`src/design/tsan_pkg.sv`:
```
`default_nettype none
// ----------------------------------------------------------------------------
// tsan_pkg
// Types and constants shared by the timestamp add/normalize pipeline.
// ----------------------------------------------------------------------------
package tsan_pkg;

	localparam int unsigned DIV_STEPS = 64;
	localparam int unsigned UNIT_W    = 40;
	localparam logic [UNIT_W-1:0] PS_PER_SECOND = 40'd1000000000000;

	localparam logic [1:0] IMODE_UTC = 2'd1;
	localparam logic [1:0] IMODE_GPS = 2'd2;

	localparam logic [1:0] FMODE_SAMPLES = 2'd1;
	localparam logic [1:0] FMODE_REAL_PS = 2'd2;

	localparam logic [1:0] ST_OK         = 2'd0;
	localparam logic [1:0] ST_BAD_EPOCH  = 2'd1;
	localparam logic [1:0] ST_FRAC_DENY  = 2'd2;
	localparam logic [1:0] ST_ZERO_RATE  = 2'd3;

	typedef struct packed {
		logic [1:0]  int_mode;
		logic [1:0]  frac_mode;
		logic [31:0] stamp_seconds;
		logic [62:0] stamp_fraction;
		logic [63:0] add_seconds;
		logic [63:0] add_fraction;
		logic        fraction_requested;
	} in_item_t;

	typedef struct packed {
		logic [31:0] sum_seconds;
		logic [62:0] sum_fraction;
		logic [1:0]  status;
	} out_item_t;

	// State carried through the divider stages
	typedef struct packed {
		logic [31:0]       tsec;
		logic [62:0]       tfrac;
		logic [31:0]       asec;
		logic [1:0]        status;
		logic              pass;
		logic              neg;
		logic [UNIT_W-1:0] unit;
		logic [63:0]       da;
		logic [UNIT_W-1:0] ra;
		logic [31:0]       qa;
		logic [63:0]       dt;
		logic [UNIT_W-1:0] rt;
		logic [31:0]       qt;
	} div_state_t;

endpackage
`default_nettype wire

```
`src/design/tsan_div_stage.sv`:
```
`default_nettype none
// ----------------------------------------------------------------------------
// tsan_div_stage
// One registered restoring-division step for both dividends.
// ----------------------------------------------------------------------------
module tsan_div_stage import tsan_pkg::*; (
	input  wire logic       clk,
	input  wire logic       arst_n,
	input  wire logic       en,
	input  wire logic       valid_in,
	input  wire div_state_t d_in,
	output logic            valid_out,
	output div_state_t      d_out
);

	logic [UNIT_W:0] tra, trt;
	div_state_t      nxt;

	always_comb begin
		nxt = d_in;
		tra = {d_in.ra, d_in.da[63]};
		trt = {d_in.rt, d_in.dt[63]};
		nxt.da = {d_in.da[62:0], 1'b0};
		nxt.dt = {d_in.dt[62:0], 1'b0};
		if (tra >= {1'b0, d_in.unit}) begin
			nxt.ra = UNIT_W'(tra - {1'b0, d_in.unit});
			nxt.qa = {d_in.qa[30:0], 1'b1};
		end else begin
			nxt.ra = tra[UNIT_W-1:0];
			nxt.qa = {d_in.qa[30:0], 1'b0};
		end
		if (trt >= {1'b0, d_in.unit}) begin
			nxt.rt = UNIT_W'(trt - {1'b0, d_in.unit});
			nxt.qt = {d_in.qt[30:0], 1'b1};
		end else begin
			nxt.rt = trt[UNIT_W-1:0];
			nxt.qt = {d_in.qt[30:0], 1'b0};
		end
	end

	always_ff @(posedge clk or negedge arst_n) begin
		if (!arst_n) begin
			valid_out <= 1'b0;
		end else if (en) begin
			valid_out <= valid_in;
		end
	end

	always_ff @(posedge clk) begin
		if (en) begin
			d_out <= nxt;
		end
	end

endmodule
`default_nettype wire

```
`config.mk`:
```
export PLATFORM = sky130hd
export DESIGN_NAME = tsan_div_stage
export DESIGN_NICKNAME = d
export VERILOG_FILES = /design/src/design/tsan_pkg.sv /design/src/design/tsan_div_stage.sv
export SDC_FILE = /design/constraint.sdc
export NUM_CORES = 1
export LEC_CHECK = 0
export CORE_AREA = 5 5 348 350
export DETAILED_ROUTE_END_ITERATION = 6
export DIE_AREA = 0 0 353 355
export DONT_BUFFER_PORTS = 1
export GPL_ROUTABILITY_DRIVEN = 0
export SETUP_SLACK_MARGIN = 0.2
export SLEW_MARGIN = 5
export SYNTH_ARGS = -nofsm -noshare
export SYNTH_HDL_FRONTEND = slang
export SYNTH_SLANG_ARGS = --single-unit
```
`constraint.sdc`:
```
create_clock -name clk -period 1.5 [get_ports clk]
set_clock_uncertainty 0.05 [all_clocks]
set_input_delay 0.075 -clock clk [delete_from_list [all_inputs] [get_ports clk]]
set_output_delay 0.075 -clock clk [all_outputs]
set_load 0.02 [all_outputs]
```
-- Yosys cells after proc, flatten, opt, wreduce, memory -nomap -nowiden
Index checks and enable logic that the tools add are counted.
- input port bits: 447
- word-level logic and storage cells: 20
- flip-flop bits (word level): 442
- add/subtract/negate cells: 2
- magnitude comparators: 2
- muxes and demuxes: 2
- operator list (cell ; number):
    2-to-1 mux 72 bit ; 2
    greater-or-equal comparator 41 x 40 -> 1 bit ; 2
    subtractor 40 bit ; 2

-- Depth between registers and ports, before layout
- depth in word-level cells: 2
- gate-level depth with buffers: 14

-- Worst setup path before layout
OpenSTA, ideal clock, no wires.
- path kind: input-to-reg
- start: input port d_in[294] in the netlist's numbering
- end: register d_out[66] in the netlist's numbering, data pin
- slack: -1270 ps
- path buffers: 1
- arrival time: 2458 ps
- setup time: 262 ps
- stages on the path: 12
- path through: inv_1 ha_1 buf_4 nand4_2 or3_1 or4_4 o21a_1 o31ai_2 a21o_1 a31oi_1 xnor2_1 mux2_1
- RTL lines (item ; RTL line ; source):
    start, declared ; tsan_div_stage.sv:11 ; input wire div_state_t d_in,
    end signal, assigned ; tsan_div_stage.sv:51 ; d_out <= nxt;
    end, declared ; tsan_div_stage.sv:13 ; output div_state_t d_out

-- Worst setup path after layout
- start: input port en
- end: register d_out[351] in the netlist's numbering (enable)
- RTL lines (item ; RTL line ; source):
    start, declared ; tsan_div_stage.sv:9 ; input wire logic en,
No word-level cell between the ends.

==> impl_metrics.py <==
metrics = {
    "layout": {
        "multiInputGateArea_um2": 6650,
        "syn_to_final_growth_pct": 76.7,
        "postLayoutCellArea_um2": 33300,
        "layout.nets": 2791,
        "postLayoutCoreUtil_pct": 28.4,
        "seqCellArea_um2": 13300,
        "drive_gt1_share_pct": 29.5,
        "nFillCells": 11819,
    },
    "worst_hold_path": {
        "min_path_type": "input port to flip-flop",
        "hold_start": "d_in[283]",
    },
    "timing": {
        "fin_crit_ns": 2.37,
        "max_slew_margin_pct": -128,
        "setup_slack_ns": -0.867,
        "fin_setup_tns_ns": -252.91,
        "period_share_pct": 158,
        "slew_violations": 354,
        "rsz0062_at_grt": "true",
        "clock.fmax_mhz": 422,
        "hold_ws_ns": -0.526,
        "setup_violations": 373,
        "hold_violations": 94,
        "worstMarginPinSlew_ns": 3.42,
    },
    "synth": {
        "yosysUniqueCellTypes": 69,
        "yosysWarnings": 0,
        "synth_top_area_share_pct": 70.2,
        "synth_async_sr_flop_share_pct": 0.226,
        "ys.flop_type": "edfxtp_1",
        "syn-cell-area_um2": 18900,
        "synth-edff-count": 441,
        "syn_avg_cell_area_um2": 14.8,
        "synthCells": 1276,
        "synth.area.top_cells": "edfxtp_1 70%, ha_1 5.3%, nand2_1 2.2%",
        "yosysTopAreaCell": "edfxtp_1",
        "yosysSeqAreaShare_pct": 70.3,
        "synth_seq_cells": 442,
    },
    "die": {
        "std_cell_rows": 126,
        "start_util_pct": 16.1,
        "fp.coreArea_um2": 117000,
        "die_h_um": 355,
        "io_pins": 891,
        "design.die.area_um2": 125000,
        "die_w_um": 353,
    },
    "status": {
        "status": "complete, but fails checks",
        "violations": "hold timing, slew limit, setup timing",
    },
    "placement": {
        "place_area_um2": 23300,
        "dp.final_hpwl_um": 98900,
        "port_buffers": 0,
    },
    "power": {
        "p_leak_nw": 12.6,
        "powerDensity_nw_per_um2": 1180,
        "irDropWorstVdd_mv": 0.783,
    },
    "worst_setup_path": {
        "cp.arrival_ns": 1.71,
        "critPathMaxFanout": 442,
        "path_class": "input port to flip-flop",
        "crit_path_start": "en",
        "cp-start-kind": "input port",
        "required_ns": 0.84,
        "critPathCaptureType": "flip-flop",
        "reg2reg_from": "valid_out",
    },
    "grt": {
        "grt_pass1_wl_um": 161000,
        "grt_max_degree": 443,
        "grt.total_usage_pct": 19.3,
        "antenna_found_initial": 59,
        "overflow": 0,
        "grt_pass1_vias": 15989,
    },
    "cts": {
        "htreeDepth": 2,
        "cts_buffers": 56,
        "root_buffer": "clkbuf_16",
        "cts_tree": "yes",
        "cts_sinks": 442,
        "clk_path_buf_depth": 3,
        "clk_pin_slew_worst_paths_ns": 0.06,
        "clk_latency_ns": 0.63,
    },
    "route": {
        "drt-wirelength-per-cell_um": 33.1,
        "drc_errors": 0,
        "viasPerCell": 4.11,
        "num_vias": 15883,
        "drt-initial-drc-count": 1235,
        "ant_nets": 0,
        "wirelength_um": 128000,
        "dr.pass1.iters": 5,
    },
    "flow_run": {
        "drv_cap": 0,
    },
}
sequential cells by signal, indices dropped and copies added, names as in the netlist:
signal / flops
valid_out: 1
d_out: 441
routing by layer:
metal	track usage, %	share of wire, %	up-vias	wire length, um
li1	-	-	6865	-
met1	21.5	37	7908	47700
met2	32.8	47	912	60800
met3	8.90	11	190	14400
met4	5.96	4.0	8	5130
met5	0	0.036	-	46
final cells by class:
class                   count  area share [%]
multi-input cells         745            19.9
clock buffers              72            4.51
diodes                     25           0.188
clock inverters            31            1.21
flip-flops and latches    442            39.8
repair buffers            962            27.8
well taps                1536            5.77
inverters                  55           0.785
through the flow:
step                      cells  power [W]  worst slack, ns
after floorplan            1277     0.0195            -1.08
after global placement     3070     0.0224            -1.75
after detailed placement   3070     0.0224            -1.68
after CTS                  3806     0.0394           -0.727
after global routing       3858     0.0407           -0.802
final                      3868     0.0392           -0.867
Yosys cell counts, types with 6 or more instances:
library cell / count
o21bai_1: 8
xnor2_1: 40
nand4_1: 14
clkbuf_1: 16
nor3_1: 8
xor2_1: 32
edfxtp_1: 441
nand3_1: 20
a21oi_1: 75
o21ai_0: 77
a31oi_1: 10
nor4_1: 6
nor2b_1: 12
mux2_2: 33
and2_1: 6
buf_2: 12
o21a_1: 14
a211oi_1: 7
inv_1: 55
a21o_1: 39
nand2b_1: 10
nor2_1: 47
ha_1: 80
o21ai_1: 9
nand2_1: 113
o31ai_1: 7
what timing repair did:
action / 4_1_cts / 5_1_grt
gates cloned: 9 / 1
endpoints found under the setup margin: 523 / 516
buffers inserted: 19 / 12
hold endpoints to repair: 882 / 193
pin swaps: 63 / 29
hold buffers: 605 / 24
gates resized for setup: 228 / 82
logic make-up after synthesis:
logic type	Yosys count	share of synthesized area [%]
and+or+nand+nor	252	6.16
buffers and inverters	90	2.09
DFF	442	70.3
other	1	0.0199
xor gates and xnor gates	72	3.34
adders and majority gates	82	5.52
muxes	42	2.50
AOI/OAI and AO/OA	295	10.0
power breakdown:
| part | leakage, nW | total (W) | internal, W | switching (W) |
|---|---|---|---|---|
| Clock | 0.906 | 0.0144 | 0.00847 | 0.00596 |
| Sequential | 4.33 | 0.0180 | 0.0152 | 0.00285 |
| Combinational | 7.35 | 0.00681 | 0.00381 | 0.00300 |
| Total | 12.6 | 0.0392 | 0.0274 | 0.0118 |
worst paths after layout:
path	end	slack, ns	depth (start not counted)
max	d_out[351]	-0.87	0
min	d_out[283]	-0.53	0
max reg2reg	valid_out	0.60	1
min reg2reg	valid_out	0.58	1
max in group asynchronous	valid_out	0.72	2
min in group asynchronous	valid_out	0.39	2
layout by cell type (no fill, tap or decap), drive strengths merged, types with 39 or more instances in the layout:
| master | n |
|---|---|
| clkbuf | 73 |
| xnor2 | 40 |
| buf | 332 |
| nor2 | 47 |
| inv | 52 |
| nand2 | 113 |
| a21o | 39 |
| edfxtp | 441 |
| a21oi | 76 |
| o21ai | 87 |
| dlygate4sd3 | 626 |
| ha | 80 |
(Power assumes the default switching activity.)
